--- config.mk ---
export PLATFORM = sky130hd
export DESIGN_NAME = aypf_back
export DESIGN_NICKNAME = d
export VERILOG_FILES = /design/src/rtl/core/aypf_pkg.sv /design/src/rtl/core/aypf_back.sv
export SDC_FILE = /design/constraint.sdc
export NUM_CORES = 1
export LEC_CHECK = 0
export BUFFER_PORTS_ARGS = -buffer_cell sky130_fd_sc_hd__buf_2
export CAP_MARGIN = 20
export CORE_ASPECT_RATIO = 0.7
export CORE_MARGIN = 2
export CORE_UTILIZATION = 49
export DETAILED_ROUTE_END_ITERATION = 7
export GPL_TIMING_DRIVEN = 0
export PLACE_DENSITY = 0.78
export SLEW_MARGIN = 20
export SYNTH_ARGS = -nofsm -noshare
export SYNTH_HDL_FRONTEND = slang
export SYNTH_SLANG_ARGS = --single-unit
--- constraint.sdc ---
create_clock -name clk -period 7.4 [get_ports clk]
set_clock_uncertainty 0.2 [all_clocks]
set_input_delay 1.48 -clock clk [delete_from_list [all_inputs] [get_ports clk]]
set_output_delay 1.48 -clock clk [all_outputs]
set_load 0.01 [all_outputs]
--- src/rtl/core/aypf_pkg.sv ---
// Package: shared types, constants and the CORDIC arctangent table.
`timescale 1ns / 1ps
package aypf_pkg;

  localparam int ANG_GUARD = 24;
  localparam int ZW        = 36;
  localparam int TABLE_LEN = 28;
  localparam int GAIN_BITS = 31;

  localparam logic [GAIN_BITS-1:0] GAIN_Q30     = 31'd1768195363;
  localparam logic signed [ZW-1:0] DEG360_Q24   = 36'sd6039797760;
  localparam logic signed [ZW-1:0] DEG180_Q24   = 36'sd3019898880;
  localparam logic signed [ZW-1:0] DEG360_Q16   = 36'sd23592960;
  localparam logic signed [ZW-1:0] DEG90_Q16    = 36'sd5898240;
  localparam logic signed [ZW-1:0] ROUND_HALF   = 36'sd128;

  typedef struct packed {
    logic valid;
    logic yaw_zero;
    logic pitch_zero;
  } flags_t;

  function automatic logic signed [ZW-1:0] atan_q24(input int idx);
    logic signed [ZW-1:0] v;
    case (idx)
      0:  v = 36'sd754974720;
      1:  v = 36'sd445687602;
      2:  v = 36'sd235489088;
      3:  v = 36'sd119537938;
      4:  v = 36'sd60000934;
      5:  v = 36'sd30029717;
      6:  v = 36'sd15018523;
      7:  v = 36'sd7509720;
      8:  v = 36'sd3754917;
      9:  v = 36'sd1877466;
      10: v = 36'sd938734;
      11: v = 36'sd469367;
      12: v = 36'sd234684;
      13: v = 36'sd117342;
      14: v = 36'sd58671;
      15: v = 36'sd29335;
      16: v = 36'sd14668;
      17: v = 36'sd7334;
      18: v = 36'sd3667;
      19: v = 36'sd1833;
      20: v = 36'sd917;
      21: v = 36'sd458;
      22: v = 36'sd229;
      23: v = 36'sd115;
      24: v = 36'sd57;
      25: v = 36'sd29;
      26: v = 36'sd14;
      27: v = 36'sd7;
      default: v = '0;
    endcase
    return v;
  endfunction

endpackage

--- src/rtl/core/aypf_back.sv ---
// Back end: yaw wrap, Q.24 to Q.16 rounding, pitch saturation and negation.
`timescale 1ns / 1ps
module aypf_back (
  input  logic                           clk,
  input  logic                           rst_n,
  input  aypf_pkg::flags_t               flags_i,
  input  logic signed [aypf_pkg::ZW-1:0] yaw_i,
  input  logic signed [aypf_pkg::ZW-1:0] pitch_i,
  output logic                           valid_o,
  output logic [24:0]                    yaw_o,
  output logic signed [23:0]             pitch_o
);
  localparam int ZW = aypf_pkg::ZW;

  logic signed [ZW-1:0] ya, yr, pm, pr, ps;
  logic [24:0]          yaw_nxt;
  logic signed [23:0]   pitch_nxt;

  always_comb begin
    ya = yaw_i[ZW-1] ? yaw_i + aypf_pkg::DEG360_Q24 : yaw_i;
    yr = (ya + aypf_pkg::ROUND_HALF) >>> 8;
    if (flags_i.yaw_zero || (yr >= aypf_pkg::DEG360_Q16)) begin
      yaw_nxt = '0;
    end else begin
      yaw_nxt = yr[24:0];
    end

    pm = pitch_i[ZW-1] ? -pitch_i : pitch_i;
    pr = (pm + aypf_pkg::ROUND_HALF) >>> 8;
    ps = (pr > aypf_pkg::DEG90_Q16) ? aypf_pkg::DEG90_Q16 : pr;
    if (flags_i.pitch_zero) begin
      pitch_nxt = '0;
    end else if (pitch_i[ZW-1]) begin
      pitch_nxt = ps[23:0];
    end else begin
      pitch_nxt = 24'(-ps);
    end
  end

  always_ff @(posedge clk) begin
    if (!rst_n) begin
      valid_o <= 1'b0;
    end else begin
      valid_o <= flags_i.valid;
    end
    yaw_o   <= yaw_nxt;
    pitch_o <= pitch_nxt;
  end
endmodule

# == Yosys cells after proc, flatten, opt, wreduce, memory -nomap -nowiden ==
# Cells that the tools add are included.
# word_totals
regBits,50
output_inout_bits,50
elab_cells,15
# classes
addsub,5
n_lt_le_gt_ge,2
muxes,4
reduce_logical,1
# op_table
operator,count
$add 36x9->36 const B,2
$mux 36,2
$mux 24,2
$add 36x34->36 const B,1
$neg 36->36,1
$ge 28x26->1 const B,1
$gt 28x24->1 const B,1
$neg 24->24,1
$logic_or 1x1->1,1

# == Logic depth before layout (Yosys ltp) ==
# depth
word_depth,7
ltp_mapped,28
mapped_depth_nobuf,20

# == Worst setup path before layout ==
# OpenSTA, ideal clock, no wires.
# synth_timing
path_type,input port to flip-flop
from,in pitch_i[35] (netlist name)
to,reg pitch_o[16]
setup_ps,74
t_arrival_ps,7382
required_time_ps,7126
slack_ps,-257
stages,27
n_path_buf,9
path_cell_list,buf_2 -> clkbuf_1 -> clkbuf_1 -> clkbuf_1 -> clkbuf_1 -> buf_1 -> clkbuf_1 -> nand2_1 -> xnor2_1 -> ha_1 -> o21ai_1 -> a21o_1 -> nor4b_4 -> nand3b_1 -> o311a_1 -> xnor2_1 -> a2111o_1 -> o22a_1 -> clkbuf_1 -> or2_2 -> ha_1 -> and4_1 -> clkbuf_1 -> nand3_1 -> nand2_1 -> or3_1 -> a31oi_1
# synth_via
elab_chain_cells,7
# synth_rtl
element,line_no,text
"start, declared",aypf_back.sv:8,"input logic signed [aypf_pkg::ZW-1:0] pitch_i,"
$neg 36->36,aypf_back.sv:28,pm = pitch_i[ZW-1] ? -pitch_i : pitch_i;
$mux 36,aypf_back.sv:28,
$add 36x9->36,aypf_back.sv:29,pr = (pm + aypf_pkg::ROUND_HALF) >>> 8;
$gt 28x24->1,aypf_back.sv:30,ps = (pr > aypf_pkg::DEG90_Q16) ? aypf_pkg::DEG90_Q16 : pr;
$mux 24,aypf_back.sv:30,
$neg 24->24,aypf_back.sv:36,pitch_nxt = 24'(-ps);
$mux 24 *,aypf_back.sv:33,end else if (pitch_i[ZW-1]) begin
"end signal, assigned",aypf_back.sv:47,pitch_o <= pitch_nxt;
"end, declared",aypf_back.sv:11,output logic signed [23:0] pitch_o
# Mark *: on every way between the ends. The rest lies on a longest branch, timed or not.
# A chain may end at the register's enable or synchronous reset.

# == Final worst setup path ==
# layout_timing
from,in pitch_i[13] (netlist name)
to,reg pitch_o[16]
# layout_via
elab_chain_cells,7
# layout_rtl
element,line_no
$neg 36->36,aypf_back.sv:28
$mux 36 *,aypf_back.sv:28
$add 36x9->36 *,aypf_back.sv:29
$gt 28x24->1,aypf_back.sv:30
$mux 24 *,aypf_back.sv:30
$neg 24->24,aypf_back.sv:36
$mux 24 *,aypf_back.sv:33
# Marks and branches as above.

==> out/summary.txt <==
setup slack after layout -> 0.384 ns
Rows -> 30
P_leak -> 2.28 nW
cells after synthesis -> 662
area grow syn2layout -> 18.9%
Port Buf Inserts -> 109
Post-synth ARST share -> 0
Hold Crit Depth -> 2
DR WL/cell -> 16.2 um
main area contributors after synthesis -> dfxtp_1 21%, xnor2_1 9.0%, xor2_1 7.0%
Place WS -> -1.54 ns
drt via density -> 6.04
Final Hold Viols -> 0
f_max -> 0.143 GHz
top cell type's share of synthesized area -> 0.206
TritonCTS Buffers -> 5
maximum clock path buffer count -> 2
Worst path slowest cell -> o311ai_0
DP Area -> 0.00556 mm2
Tot GR Track Use -> 0.268
# clock sinks -> 50
period utilization -> 0.948
via count -> 5468
initial core utilization -> 0.503
TritonCTS clock tree -> done
largest net degree at the start of global routing -> 20
measured slew at the worst slew-check pin -> 0.726 ns
Final Max Slew Viols -> 0
top routing layer in use -> met4
Max-cap violations -> 0
Main synth FF type -> dfxtp_1
final instance area -> 0.00577 mm2
Post-synth EDFFs -> 0
CTS hold repair buffers -> 0
WHS Endpoint -> valid_o
synthesized flop and latch total -> 50
fin nets -> 857
grt total ovfl -> 0
vias in the first global route -> 4804
die area -> 0.0107 mm2
Pwr Density -> 138 mW/mm2
Hold Worst Slack -> 1.19 ns
met3 routed WL -> 1.15 mm
Final HPWL DP -> 11.8 mm
crit path DAT -> 7.03 ns
WP data required -> 7.41 ns
Metal-1 WL -> 6.90 mm
CTS Root Cell -> clkbuf_16
Placer Congestion -> 0.940
status -> complete, no violations
Yosys top cell by area -> dfxtp_1
DRC -> 0
Avg Cell Area, Syn -> 7.33 um2
initial antenna violation count -> 0
syn nets -> 743
Max-slew headroom -> 0.513
final wirelength -> 14.6 mm
crit-path cells -> buf_2 > nor3_1 > nand4_1 > o311ai_0 > nor3b_2 > nor4b_4 > nand3b_1 > o311a_1 > xnor2_1 > a2111o_1 > o22a_2 > or2_2 > ha_1 > and4_1 > clkbuf_1 > nand3_1 > nand2_1 > or3_1 > a31oi_1
htree depth -> 2
num ports -> 127
RSZ-0062 raised after global routing -> no
DRT Pass-1 Iters -> 8
n_diodes -> 0
die width -> 123 um
sequential share of the synthesized area -> 0.206
core area -> 0.00965 mm2
hold_sp -> flags_i[2]
Setup-failing EPs final -> 0
Setup CP Type -> in2reg
count of unique library cells instantiated by Yosys -> 81
first-pass GRT wire length -> 23.4 mm
crit path max fanout -> 15
drt initial violations -> 548
Worst VDD drop -> 0.103 mV
metal2 WL -> 6.44 mm
antenna-violating nets left -> 0
Critical Path Source Type -> primary input
HP Class -> in2reg
Die Ht -> 87.3 um
kind of end point of the critical path -> flip-flop
Cell Area, Synth -> 0.00485 mm2
yosys warns -> 0
largest stage delay on the critical path -> 0.63 ns
Reg clk slew, reported paths -> 0.07 ns
Filler cells -> 878
layout cell share with drive strength beyond 1 -> 0.208
clock period minus worst slack -> 7.02 ns
-- stage by stage --
step | std cells | util | TNS, ns | total power [mW]
detailed placement | 899 | 0.577 | -17.08 | 0.536
CTS | 906 | 0.596 | 0 | 0.793
finish | 905 | 0.598 | 0 | 0.797
global route | 905 | 0.598 | 0 | 0.837
floorplan | 662 | - | 0 | 0.453
global placement | 899 | 0.577 | -16.81 | 0.528
-- synth_stat cells, types with 11 or more instances --
library cell and count:
a21oi_1 26, nor3_1 19, nand2_1 52, nand2b_1 11, nand3_1 24, inv_1 13
o21ai_0 32, a31oi_1 15, xor2_1 39, or3_1 18, nand4_1 15, xnor2_1 50
nor2_1 81, clkbuf_1 30, dfxtp_1 50
-- worst max path at each step --
stage                           start          end  slack [ns]  cells after the start
after floorplan           pitch_i[35]  pitch_o[16]        0.01                     27
after detailed placement  pitch_i[35]  pitch_o[16]       -1.54                     28
after global routing       pitch_i[6]  pitch_o[16]        0.04                     20
after global placement    pitch_i[35]  pitch_o[16]       -1.51                     28
after CTS                 pitch_i[35]  pitch_o[16]        0.10                     26
final                     pitch_i[13]  pitch_o[16]        0.38                     19
-- repair_timing --
| item | 4_1_cts | 5_1_grt |
|---|---|---|
| endpoints found under the setup margin | 13 | 8 |
| resized for setup | 9 | 9 |
| pin swaps | 1 | 0 |
| setup buffers | 1 | 0 |
-- state kept, by name, summed over array words and instances, names as in the netlist --
| signal | count |
|---|---|
| pitch_o | 24 |
| valid_o | 1 |
| yaw_o | 25 |
-- layout make-up --
cell class	instances	area, um2	share of cell area
multi-input cells	557	3640	0.631
flip-flops and latches	50	1000	0.173
repair buffers	110	553	0.0958
plain buffers	38	194	0.0336
well taps	128	160	0.0277
clock buffers	5	125	0.0217
inverters	14	52.6	0.00910
clock inverters	3	43.8	0.00759
-- cells in the final DEF (no fill, tap or decap), types with 7 or more instances in the layout --
| cell type | n |
|---|---|
| a21oi_1 | 26 |
| a31oi_1 | 15 |
| a41oi_1 | 7 |
| and3_1 | 9 |
| buf_2 | 114 |
| clkbuf_1 | 24 |
| dfxtp_1 | 50 |
| inv_1 | 13 |
| mux2i_1 | 9 |
| nand2_1 | 52 |
| nand2b_1 | 11 |
| nand3_1 | 24 |
| nand3b_1 | 9 |
| nand4_1 | 15 |
| nor2_1 | 81 |
| nor2b_1 | 9 |
| nor3_1 | 18 |
| nor4_1 | 9 |
| o21ai_0 | 32 |
| or3_1 | 18 |
| xnor2_1 | 50 |
| xor2_1 | 37 |
-- cells by family (layout without fill, tap and decap cells) --
logic type / count (synthesis) / in the layout / share of synthesized area
buffers and inverters: 55 / 170 / 0.0487
flip-flops: 50 / 50 / 0.206
AO/OA/AOI/OAI: 144 / 144 / 0.205
adder cells (fa/ha/maj): 4 / 4 / 0.0103
AND/OR/NAND/NOR: 309 / 309 / 0.346
XOR/XNOR: 89 / 89 / 0.161
multiplexers: 11 / 11 / 0.0232
-- layer usage --
metal / GRT usage / up-vias
li1: - / 2638
met1: 0.389 / 2542
met2: 0.426 / 270
met3: 0.0360 / 18
met4: 0.0455 / 0
met5: 0 / -
-- power breakdown --
group | switching (mW) | internal (mW) | leakage, nW
Sequential | 0.00316 | 0.283 | 0.410
Clock | 0.0993 | 0.160 | 0.0842
Combinational | 0.154 | 0.0966 | 1.79
Total | 0.257 | 0.540 | 2.28
-- worst max-delay path, delay by kind of cell --
kind                     cells  cell delay, ns
AO/OA/AOI/OAI                5            1.90
adder cells (fa/ha/maj)      1            0.27
buffers and inverters        2            0.30
XOR/XNOR                     1            0.19
AND/OR/NAND/NOR             10            2.86
Note: power is estimated with default switching activity, not from simulation.
