### src/rtl/core/aypf_pkg.sv
// Package: shared types, constants and the CORDIC arctangent table.
`timescale 1ns / 1ps
package aypf_pkg;

  localparam int ANG_GUARD = 24;
  localparam int ZW        = 36;
  localparam int TABLE_LEN = 28;
  localparam int GAIN_BITS = 31;

  localparam logic [GAIN_BITS-1:0] GAIN_Q30     = 31'd1768195363;
  localparam logic signed [ZW-1:0] DEG360_Q24   = 36'sd6039797760;
  localparam logic signed [ZW-1:0] DEG180_Q24   = 36'sd3019898880;
  localparam logic signed [ZW-1:0] DEG360_Q16   = 36'sd23592960;
  localparam logic signed [ZW-1:0] DEG90_Q16    = 36'sd5898240;
  localparam logic signed [ZW-1:0] ROUND_HALF   = 36'sd128;

  typedef struct packed {
    logic valid;
    logic yaw_zero;
    logic pitch_zero;
  } flags_t;

  function automatic logic signed [ZW-1:0] atan_q24(input int idx);
    logic signed [ZW-1:0] v;
    case (idx)
      0:  v = 36'sd754974720;
      1:  v = 36'sd445687602;
      2:  v = 36'sd235489088;
      3:  v = 36'sd119537938;
      4:  v = 36'sd60000934;
      5:  v = 36'sd30029717;
      6:  v = 36'sd15018523;
      7:  v = 36'sd7509720;
      8:  v = 36'sd3754917;
      9:  v = 36'sd1877466;
      10: v = 36'sd938734;
      11: v = 36'sd469367;
      12: v = 36'sd234684;
      13: v = 36'sd117342;
      14: v = 36'sd58671;
      15: v = 36'sd29335;
      16: v = 36'sd14668;
      17: v = 36'sd7334;
      18: v = 36'sd3667;
      19: v = 36'sd1833;
      20: v = 36'sd917;
      21: v = 36'sd458;
      22: v = 36'sd229;
      23: v = 36'sd115;
      24: v = 36'sd57;
      25: v = 36'sd29;
      26: v = 36'sd14;
      27: v = 36'sd7;
      default: v = '0;
    endcase
    return v;
  endfunction

endpackage

### src/rtl/core/aypf_front.sv
// Front end: coordinate deltas, quadrant pre-rotation and dz gain scaling.
`timescale 1ns / 1ps
module aypf_front #(
  parameter int CB = 24,
  parameter int W  = CB + 29
) (
  input  logic                         clk,
  input  logic                         rst_n,
  input  logic                         start_i,
  input  logic signed [CB-1:0]         self_x,
  input  logic signed [CB-1:0]         self_y,
  input  logic signed [CB-1:0]         self_z,
  input  logic signed [CB-1:0]         target_x,
  input  logic signed [CB-1:0]         target_y,
  input  logic signed [CB-1:0]         target_z,
  output aypf_pkg::flags_t             flags_o,
  output logic signed [W-1:0]          x_o,
  output logic signed [W-1:0]          y_o,
  output logic signed [aypf_pkg::ZW-1:0] z_o,
  output logic signed [W-1:0]          yz_o
);
  localparam int DW = CB + 1;
  localparam int PW = DW + aypf_pkg::GAIN_BITS;
  localparam int SH = 30 - aypf_pkg::ANG_GUARD;

  aypf_pkg::flags_t fa_r, fa_nxt, fb_r;
  logic signed [DW-1:0] dx_r, dy_r, dz_r, dx_nxt, dy_nxt, dz_nxt;

  assign dx_nxt = DW'($signed(target_x)) - DW'($signed(self_x));
  assign dy_nxt = DW'($signed(target_y)) - DW'($signed(self_y));
  assign dz_nxt = DW'($signed(target_z)) - DW'($signed(self_z));

  always_comb begin
    fa_nxt.valid      = start_i;
    fa_nxt.yaw_zero   = (dx_nxt == '0) && (dy_nxt == '0);
    fa_nxt.pitch_zero = (dz_nxt == '0) && (dx_nxt == '0);
  end

  always_ff @(posedge clk) begin
    if (!rst_n) begin
      fa_r <= '0;
    end else begin
      fa_r <= fa_nxt;
    end
    dx_r <= dx_nxt;
    dy_r <= dy_nxt;
    dz_r <= dz_nxt;
  end

  // stage B: scale by 2^24, fold left half-plane, gain on |dz|
  logic signed [W-1:0]  xs, ys, x_nxt, y_nxt, yz_nxt;
  logic signed [aypf_pkg::ZW-1:0] z_nxt;
  logic [DW-1:0] zmag;
  logic [PW-1:0] prod;
  logic signed [W-1:0] yzm;

  assign xs = W'(dx_r) <<< aypf_pkg::ANG_GUARD;
  assign ys = W'(dy_r) <<< aypf_pkg::ANG_GUARD;
  assign zmag = dz_r[DW-1] ? DW'(-dz_r) : DW'(dz_r);
  assign prod = PW'(zmag) * PW'(aypf_pkg::GAIN_Q30);
  assign yzm  = $signed(W'(prod >> SH));

  always_comb begin
    if (dx_r[DW-1]) begin
      x_nxt = -xs;
      y_nxt = -ys;
      z_nxt = aypf_pkg::DEG180_Q24;
    end else begin
      x_nxt = xs;
      y_nxt = ys;
      z_nxt = '0;
    end
    yz_nxt = dz_r[DW-1] ? -yzm : yzm;
  end

  always_ff @(posedge clk) begin
    if (!rst_n) begin
      fb_r <= '0;
    end else begin
      fb_r <= fa_r;
    end
    x_o  <= x_nxt;
    y_o  <= y_nxt;
    z_o  <= z_nxt;
    yz_o <= yz_nxt;
  end

  assign flags_o = fb_r;
endmodule

### config.mk
export PLATFORM = sky130hd
export DESIGN_NAME = aypf_front
export DESIGN_NICKNAME = d
export VERILOG_FILES = /design/src/rtl/core/aypf_pkg.sv /design/src/rtl/core/aypf_front.sv
export SDC_FILE = /design/constraint.sdc
export NUM_CORES = 1
export LEC_CHECK = 0
export ABC_AREA = 1
export BUFFER_PORTS_ARGS = -buffer_cell sky130_fd_sc_hd__clkbuf_2
export CAP_MARGIN = 5
export CELL_PAD_IN_SITES_DETAIL_PLACEMENT = 1
export CELL_PAD_IN_SITES_GLOBAL_PLACEMENT = 1
export CORE_MARGIN = 10
export CORE_UTILIZATION = 40
export CTS_CLUSTER_DIAMETER = 40
export CTS_CLUSTER_SIZE = 10
export DETAILED_ROUTE_END_ITERATION = 8
export GPL_TIMING_DRIVEN = 0
export PLACE_DENSITY_LB_ADDON = 0.1
export SYNTH_ARGS = -nofsm -noshare
export SYNTH_HDL_FRONTEND = slang
export SYNTH_SLANG_ARGS = --single-unit
### constraint.sdc
create_clock -name clk -period 8.11 [get_ports clk]
set_clock_uncertainty 0.15 [all_clocks]
set_input_delay 0.4055 -clock clk [delete_from_list [all_inputs] [get_ports clk]]
set_output_delay 0.4055 -clock clk [all_outputs]
set_load 0.03 [all_outputs]
=== Word level (Yosys, flattened, before mapping) ===
Cells that the tools add are included.
Widths: inputs -> output; s select.

* Bits in registers: 276
* Latch bits: 0
* RAM bits: 0
* ROM bits: 0
* Input port bits: 147
* Output and inout bits: 198
* Logic and storage cells: 34
* Memories: 0

* Add/subtract/negate cells: 7
* $mul: 1
* Divide/modulo/power cells: 0
* Magnitude comparators: 0
* Equal/unequal tests: 0
* Shift-type cells: 0
* Multiplexer cells: 5
* Bitwise gates (word level): 0
* Reductions and logical operators: 5

{| class="wikitable"
|+ Operator list
! kind !! count
|-
| $neg 49->53 || 2
|-
| $logic_not 25->1 || 3
|-
| $sub 24x24->25 || 3
|-
| $mul 25x31->56 const B || 1
|-
| $mux 53 || 1
|-
| $neg 50->53 || 1
|-
| $mux 50 || 1
|-
| $mux 48 || 1
|-
| $mux 32 || 1
|-
| $mux 25 || 1
|-
| $neg 25->25 || 1
|-
| $logic_and 1x1->1 || 2
|}

=== Depth between registers and ports, before layout ===
Gate-level depths: netlist of run 1.

* Depth in word-level cells: 5
* Depth in mapped cells: 51
* Gate-level depth less buffers: 51

=== Worst setup path after synthesis of run 1 ===
No wires, ideal clock.

* Path kind: register to register
* From: register dz_r[0]
* To: register yz_o[40]
* Library setup time: 118 ps
* Data arrival time: 7,510 ps
* Data required time: 7,842 ps
* Slack: 332 ps
* Stages on the path, launching flop included: 44
* Buffers on the path: 0
* Period minus slack after synthesis: 7,778 ps
* Path through: dfxtp_1 inv_1 ha_1 inv_1 nor2_1 inv_1 nor2_1 nand2_1 nor3_2 nand3_1 inv_1 nand2_1 nor3_2 nand3_1 nand2_1 o21ai_1 xor2_1 nand2_1 [... 8 more ...] inv_1 ha_1 nand2_1 nor2_1 inv_1 nor2_1 inv_1 nor2_1 nand2_1 nand3_1 nand3_1 nor2_1 nand2_1 nor2_1 nand3_1 nand2_2 nand2_1 xnor2_1

* Cells in the longest elaborated chain, start to end: 5

{| class="wikitable"
|+ Ends and longest elaborated chain
! element !! RTL line !! text
|-
| start: declaration || aypf_front.sv:27 || <nowiki>logic signed [DW-1:0] dx_r, dy_r, dz_r, dx_nxt, dy_nxt, dz_nxt;</nowiki>
|-
| start signal: assignment || aypf_front.sv:47 || <nowiki>dz_r <= dz_nxt;</nowiki>
|-
| $neg 25->25 || aypf_front.sv:59 || <nowiki>assign zmag = dz_r[DW-1] ? DW'(-dz_r) : DW'(dz_r);</nowiki>
|-
| $mux 25 (*) || aypf_front.sv:59 ||
|-
| $mul 25x31->56 (*) || aypf_front.sv:60 || <nowiki>assign prod = PW'(zmag) * PW'(aypf_pkg::GAIN_Q30);</nowiki>
|-
| $neg 50->53 || aypf_front.sv:73 || <nowiki>yz_nxt = dz_r[DW-1] ? -yzm : yzm;</nowiki>
|-
| $mux 50 (*) || aypf_front.sv:73 ||
|-
| named net yz_nxt[40] || aypf_front.sv:51 || <nowiki>logic signed [W-1:0] xs, ys, x_nxt, y_nxt, yz_nxt;</nowiki>
|-
| end signal: assignment || aypf_front.sv:85 || <nowiki>yz_o <= yz_nxt;</nowiki>
|-
| end: declaration || aypf_front.sv:20 || <nowiki>output logic signed [W-1:0] yz_o</nowiki>
|}

Mark *: on every way through the listed nets, which the timed path passes. The rest lies on a longest branch.
A chain may end at the register's enable or synchronous reset.

=== Worst setup path in the final report of run 1 ===
* From: register dz_r[1]
* To: register yz_o[47]

Same word-level chain as after synthesis.

==> results.cfg, run 1 <==
[cts]
cts_root_buf = clkbuf_16
cts_buffers = 17
cts_max_path_buffers = 2
clkTransAtPathRegs_ns = 0.08
clkLatencyLatePin_ns = 0.49
cts.sinks = 193
cts.htree.levels = 4
cts_tree = yes

[worst_setup_path]
reg2reg_slack_ns = 0.03
critPathMaxStageDelay_ns = 0.60
reg2reg_depth = 44
rr_endpoint = yz_o[47]
endpoint_kind = register
slowest_stage = fa_2
cp.arrival_ns = 8.31
crit_path_max_fanout = 6
startpoint_type = register
critical_path_class = register to register
r2r-start = dz_r[1]
crit_required_ns = 8.34

[die]
top_level_ports = 345
die-area_um2 = 76030
fp.dieH_um = 275.7
fp.dieW_um = 275.7
rows = 93
start_util_pct = 40.51
core_area_um2 = 64580

[hold_path]
hold_path_end = dz_r[0]
min_from = self_z[0]
hp-class = input pin to register
whs_path_depth = 3

[synth]
synth_compound_area_share_pct = 5.654
synth_xor_area_share_pct = 4.984
synth_mux_area_share_pct = 0
yosys.area_share.simple_pct = 23.42
synth_top_family_by_area = adder cells
synth-adder-area-share_pct = 35.34
synth.yosys.seq_area_share_pct = 14.77
synth_area_per_cell_um2 = 7.112
synth_cells = 3678
synth.distinct_cells = 50
syn-cell-area_um2 = 26160
ys.flop_type = dfxtp_1
synth_edf_count = 0
yosys_warnings = 0
async_reset_ff_share_pct = 0
yosys_register_bits = 193

[detailed_routing]
firstDrtPassIters = 5
detail_route.wl_per_cell_um = 18.98
detail_route.iter0.violations = 912
vias = 24490
ant_nets = 0
via_per_inst = 4.867
routed_wirelength_mm = 95.52
drc = 0

[place]
gp_congestion = 0.9313
place_ws_ns = -2.127
dpl.hpwl_mm = 79.38
placed_area_um2 = 28910
io_buffer_count = 264

[sta]
period_share_pct = 99.66
period_minus_slack_ns = 8.082
slew_headroom_pct = 51.42
hold_viol = 0
hold_ws_ns = 0.08391
rsz0062_at_grt = true
setup_viol = 0
layout_setup_ws_ns = 0.02782
slew_viol_final = 0
worst_pin_slew_ns = 0.7287
clock.fmax_mhz = 123.7

[run_status]
outcome = finished, final reports clean

[final_layout]
fill_cells = 8223
final_layout_size_suffix_gt1_share_pct = 24.32
antenna_cells = 0
finalNetCount = 4919
area_growth_pct = 26.04
finalInstanceArea_um2 = 32970

[global_routing]
grt_max_degree = 22
antenna_found_initial = 0
grt_usage_pct = 24.19
grt_pass1_wl_mm = 142.5
grt_pass1_vias = 26110
grt-ovfl-total = 0

[job]
drv_cap = 0
flip-flops by register name (all words and copies together) (netlist names):
name / flops
fa_r: 3
z_o: 1
flags_o: 3
y_o: 29
dy_r: 25
dx_r: 25
yz_o: 53
dz_r: 25
x_o: 29
worst max-delay path by stage:
stage | end | slack, ns | from
6_report | yz_o[47] | 0.03 | dz_r[1]
5_1_grt | yz_o[47] | -0.24 | dz_r[1]
4_1_cts | yz_o[52] | -0.0003 | dz_r[0]
3_5_place_dp | yz_o[52] | -2.13 | dz_r[0]
3_3_place_gp | yz_o[52] | -1.99 | dz_r[0]
2_1_floorplan | yz_o[40] | 0.33 | dz_r[0]
cells in the mapped netlist (all sizes together) (14+ instances only):
master / number / share of area [%]
inv: 919 / 13
nor2: 273 / 4.2
o21ai: 86 / 1.6
dfxtp: 193 / 15
xor2: 92 / 3.1
nor3: 31 / 0.65
xnor2: 56 / 1.9
nand2: 874 / 13
nand4: 66 / 1.6
ha: 390 / 19
buf: 85 / 2.4
nand3: 158 / 3.1
nand3b: 14 / 0.40
a21oi: 137 / 2.6
fa: 218 / 17
cell usage in the layout (no fill, tap or decap), drive strengths merged, types with 5 or more instances in the layout:
cell type    n
nor3        31
o21ai       86
o31ai        6
xor2        92
dfxtp      193
conb        84
xnor2       56
inv        927
o21bai      12
a21o         8
clkbuf     292
o21a         6
nand4       66
buf        207
or2         10
nand2      874
nor4         9
a21oi      137
nand3b      14
nor2       273
ha         390
fa         218
nand3      158
clkinv       5
cell type report:
cell class / instances / area (µm²) / share of cell area, %
Buffer: 98 / 704.4 / 2.137
Clock buffer: 18 / 429.2 / 1.302
Clock inverter: 14 / 181.4 / 0.5503
Inverter: 919 / 3470 / 10.52
Multi-Input combinational cell: 2551 / 20960 / 63.58
Sequential cell: 193 / 3869 / 11.73
Tap cell: 855 / 1070 / 3.245
Timing Repair Buffer: 384 / 2285 / 6.930
kinds of logic after synthesis:
| logic type | Yosys count |
|---|---|
| adders and majority gates | 608 |
| xor gates and xnor gates | 148 |
| other | 1 |
| and+or+nand+nor | 1440 |
| buffers and inverters | 1017 |
| AOI/OAI and AO/OA | 271 |
| DFF | 193 |
through the flow:
stage	TNS, ns	util [%]	instances
4_1_cts	-0.0003038	47.83	4957
5_1_grt	-4.203	51.05	5032
6_report	0	51.05	5032
3_3_place_gp	-70.33	44.69	4880
3_5_place_dp	-74.31	44.76	4882
2_1_floorplan	0	-	3761
routing by layer:
metal / global-route usage, % / share of wire, %
met4: 7.394 / 3.5
met5: 0 / 0
met1: 29.35 / 42
met2: 43.13 / 50
met3: 3.955 / 4.7
timing repair:
action,4_1_cts,5_1_grt
setup endpoints to repair,47,39
endpoints found under the hold margin,1,0
hold buffers,1,0
setup buffers,42,75
gates resized for setup,261,380
pin swaps,70,160
critical path: cells and delay by family, from the launching register on:
kind,cells,cell delay (ns)
buf+inv,8,0.71
simple gates,27,3.31
xor+xnor,1,0.20
fa+ha+maj,7,3.15
compound gates,1,0.08
flops,1,0.35
Power of run 1 is left out: the tool's default activity adds up to more than one toggle a clock period on the data nets, which glitch-free logic cannot reach.
==> run 2: changes to the inputs <==
- ABC_AREA: 1 -> 0
==> results.cfg, run 2 <==
[job]
drv_cap = 0

[final_layout]
final_common_cell = inv_1
regMostFlops = yz_o
finalInstanceArea_um2 = 29800
final_layout_size_suffix_gt1_share_pct = 25.49
multi_input_area_um2 = 19170
area_growth_pct = 25.74
layout_common_cells = 491 x inv_1, 358 x ha_1, 267 x clkbuf_2
finalCoreUtilization_pct = 50.69
fill_cells = 6932
top_regs = yz_o x53, x_o x29, y_o x29
largest_reg_flops = 53
finalNetCount = 3912
seqCellArea_um2 = 3880

[synth]
synth.most_common_cell = inv_1
synth.yosys.seq_area_share_pct = 16.30
synth_edf_count = 0
async_reset_ff_share_pct = 0
netlist_top_cells_area = ha_1 21%, fa_1 18%, dfxtp_1 16%
ys.flop_type = dfxtp_1
yosysTopAreaCell = ha_1
synth_top_area_share_pct = 20.59
synth.distinct_cells = 82
synth_cells = 2668
yosys_warnings = 0
yosys_register_bits = 193
synth_common_cells = 509 x inv_1, 390 x ha_1, 218 x fa_1
syn-cell-area_um2 = 23700
synth_area_per_cell_um2 = 8.884

[worst_setup_path]
reg2reg_depth = 34
cp.arrival_ns = 9.88
rr_endpoint = yz_o[46]
r2r-start = dz_r[10]
path_common_cell = fa_2
critical_path_class = register to register
reg2reg_slack_ns = -1.49
endpoint_kind = register
critPathMaxStageDelay_ns = 0.60
slowest_stage = fa_2
crit_required_ns = 8.40
startpoint_type = register
crit_path_max_fanout = 4

[detailed_routing]
detail_route.iter0.violations = 661
drc = 0
ant_nets = 0
via_per_inst = 5.141
detail_route.wl_per_cell_um = 21.45
firstDrtPassIters = 5
vias = 20280
routed_wirelength_mm = 84.61

[sta]
layout_setup_ws_ns = -1.487
period_minus_slack_ns = 9.597
period_share_pct = 118.3
worst_pin_slew_ns = 0.8995
slew_headroom_pct = 39.25
setup_viol = 33
rsz0062_at_grt = true
slew_viol_final = 0
hold_viol = 0
clock.fmax_mhz = 104.2

[cts]
cts_tree = yes
cts_max_path_buffers = 2
cts.htree.levels = 4
cts.sinks = 193
clkLatencyLatePin_ns = 0.52
clkTransAtPathRegs_ns = 0.09
cts_root_buf = clkbuf_16
cts_buffers = 17

[die]
fp.dieW_um = 263.4
start_util_pct = 40.31
fp.dieH_um = 263.4
top_level_ports = 345
core_area_um2 = 58800
die-area_um2 = 69390
rows = 89

[run_status]
violations = setup timing
outcome = complete, but fails checks

[place]
gp_congestion = 0.9536
dpl.hpwl_mm = 69.86
placed_area_um2 = 26490
io_buffer_count = 264

[global_routing]
grt_pass1_wl_mm = 128.0
top_usage_layer = met2
met3_usage_pct = 4.044
groute.layer.met2.usage_pct = 43.55
antenna_found_initial = 3
grt_pass1_vias = 22160
grt-ovfl-total = 0
grt_max_degree = 19
grtUsageMet1_pct = 27.30
grt_usage_pct = 23.65

[hold_path]
whs_path_depth = 3
hp-class = input pin to register
min_from = self_z[0]
hold_path_end = dz_r[0]
==> run 2: area by class of cell <==
cell class	instances	share of cell area, %
Multi-Input combinational cell	1920	64.33
Sequential cell	193	13.02
Clock inverter	13	0.4912
Antenna cell	1	0.008397
Buffer	120	2.817
Inverter	510	6.474
Timing Repair Buffer	395	8.095
Clock buffer	19	1.520
Tap cell	773	3.245
==> run 2: worst max-delay path, delay by kind of cell (launching register included) <==
family,cells,cell delay (ns)
flops,1,0.35
compound gates,7,1.55
simple gates,8,2.78
xor+xnor,3,0.56
fa+ha+maj,8,3.29
buf+inv,8,0.84
==> run 2: layer usage <==
metal	up-vias	wire length [µm]
met5	-	47
met4	6	2246
met3	111	2986
met2	363	44140
met1	10090	35190
li1	9711	-
==> run 2: cell families after synthesis <==
kind of cell / count (synthesis) / share of synthesized area (%)
other: 1 / 0.01582
and+or+nand+nor: 529 / 11.65
buffers and inverters: 638 / 11.44
AOI/OAI and AO/OA: 484 / 13.60
xor gates and xnor gates: 209 / 7.723
muxes: 6 / 0.2639
adders and majority gates: 608 / 39.00
DFF: 193 / 16.30
==> run 2: timing repair <==
action                                 4_1_cts  5_1_grt
gates cloned                                 0        0
hold buffers                                 1        0
buffers inserted                            84       45
setup endpoints to repair                   48       38
endpoints found under the hold margin        1        0
pin swaps                                   91       85
resized for setup                          242      126
==> run 2: how the worst max path moves through the flow <==
stage	cells after the start	to	slack (ns)	from
final	34	yz_o[46]	-1.49	dz_r[10]
after global routing	32	yz_o[48]	-1.67	dz_r[10]
after CTS	34	yz_o[47]	-1.40	dz_r[10]
after detailed placement	29	yz_o[48]	-4.05	dz_r[24]
after global placement	29	yz_o[48]	-3.99	dz_r[24]
after floorplan	33	yz_o[48]	-0.81	dz_r[12]
==> run 2: stage by stage <==
| stage | hold slack, ns | TNS [ns] | setup slack, ns | cells |
|---|---|---|---|---|
| 4_1_cts | 0.02173 | -27.59 | -1.404 | 3901 |
| 3_3_place_gp | 0.1968 | -137.72 | -3.989 | 3788 |
| 5_1_grt | 0.04275 | -37.12 | -1.674 | 3943 |
| 2_1_floorplan | 0.1808 | -10.68 | -0.8141 | 2751 |
| 6_report | 0.05666 | -30.00 | -1.487 | 3944 |
| 3_5_place_dp | 0.2032 | -134.58 | -4.050 | 3791 |
Power of run 2 is left out for the same reason.
==> run 3: changes to the inputs <==
- CORE_UTILIZATION: 40 -> 41
- SLEW_MARGIN: not set -> 25
==> results.cfg, run 3 (same netlist as run 2, synthesis figures left out) <==
[detailed_routing]
vias = 19970
drc = 0
routed_wirelength_mm = 82.34
detail_route.iter0.violations = 690
detail_route.wl_per_cell_um = 21.08
ant_nets = 0
firstDrtPassIters = 5
via_per_inst = 5.113

[sta]
slew_viol_final = 0
period_minus_slack_ns = 9.525
clock.fmax_mhz = 105.0
setup_viol = 33
period_share_pct = 117.4
hold_viol = 0
layout_setup_ws_ns = -1.415
worst_pin_slew_ns = 0.8405
rsz0062_at_grt = true
slew_headroom_pct = 43.69

[cts]
clkTransAtPathRegs_ns = 0.09
cts.sinks = 193
cts_buffers = 17
cts.htree.levels = 4
clkLatencyLatePin_ns = 0.50
cts_max_path_buffers = 2
cts_tree = yes
cts_root_buf = clkbuf_16

[place]
io_buffer_count = 264
gp_congestion = 0.9533
dpl.hpwl_mm = 69.75
place_ws_ns = -3.612
place_inst = 3783

[worst_setup_path]
endpoint_kind = register
slowest_stage = fa_2
path_common_cell = fa_2
reg2reg_slack_ns = -1.42
crit_required_ns = 8.39
crit_start = dz_r[10]
critPathMaxStageDelay_ns = 0.61
reg2reg_depth = 33
startpoint_type = register
crit_path_max_fanout = 5
r2r-start = dz_r[10]
critical_path_class = register to register
cp.arrival_ns = 9.80

[hold_path]
min_from = self_z[0]
whs_path_depth = 3
hp-class = input pin to register

[global_routing]
grt_pass1_vias = 21730
grt_pass1_wl_mm = 125.9
grt_usage_pct = 24.23
antenna_found_initial = 4
grt-ovfl-total = 0
grt_max_degree = 19

[die]
fp.dieH_um = 260.4
rows = 88
core_area_um2 = 57480
top_level_ports = 345
fp.dieW_um = 260.4
die-area_um2 = 67830
start_util_pct = 41.24

[job]
drv_cap = 0

[final_layout]
fin_cells = 3906
antenna_cells = 0
final_layout_size_suffix_gt1_share_pct = 22.86
layout_common_cells = 498 x inv_1, 367 x ha_1, 267 x clkbuf_2
largest_reg_flops = 53
top_regs = yz_o x53, x_o x29, y_o x29
finalCoreUtilization_pct = 50.61
finalNetCount = 3883
final_common_cell = inv_1
area_growth_pct = 22.72
regMostFlops = yz_o

[run_status]
outcome = complete, but fails checks
violations = setup timing
-- run 3: path summary, 6_finish.rpt --
path	end
worst max-delay path	yz_o[48]
worst min-delay path	dz_r[0]
worst max register to register	yz_o[48]
worst min register to register	y_o[24]
-- run 3: repair_timing --
item | 4_1_cts | 5_1_grt
endpoints found under the setup margin | 46 | 40
hold buffers | 1 | 0
endpoints found under the hold margin | 1 | 0
gates resized for setup | 170 | 90
setup buffers | 69 | 30
pin swaps | 72 | 50
cloned | 0 | 0
-- run 3: per-stage QoR --
stage,hold WS [ns],TNS [ns],cell area [µm²]
finish,0.06348,-31.89,29090
detailed placement,0.1918,-115.17,26580
global placement,0.1922,-138.01,26440
floorplan,0.1808,-10.68,24160
global route,0.06089,-42.23,29090
CTS,0.03241,-30.40,28470
-- run 3: layer usage --
| metal | wire (µm) | track usage, % | up-vias |
|---|---|---|---|
| met5 | 34 | 0 | - |
| met4 | 2736 | 7.315 | 6 |
| met3 | 3161 | 4.395 | 114 |
| met2 | 42480 | 44.71 | 363 |
| met1 | 33920 | 27.89 | 9856 |
| li1 | - | - | 9633 |
-- run 3: worst max-delay path: cells and delay by family, from the launching register on --
family	cells	cell delay, ns
and+or+nand+nor	12	3.44
AOI/OAI and AO/OA	3	0.87
xor gates and xnor gates	3	0.51
adders and majority gates	8	3.46
DFF	1	0.35
buffers and inverters	7	0.65
-- run 3: area by class of cell --
| type | count | area (µm²) |
|---|---|---|
| clock inverters | 14 | 152.6 |
| fillers | 6815 | 28390 |
| clock buffers | 18 | 439.2 |
| flip-flops and latches | 193 | 3875 |
| plain buffers | 121 | 829.5 |
| well taps | 765 | 957.2 |
| multi-input cells | 1920 | 18720 |
| repair buffers | 365 | 2188 |
| inverters | 510 | 1922 |
Power of run 3 is left out for the same reason.
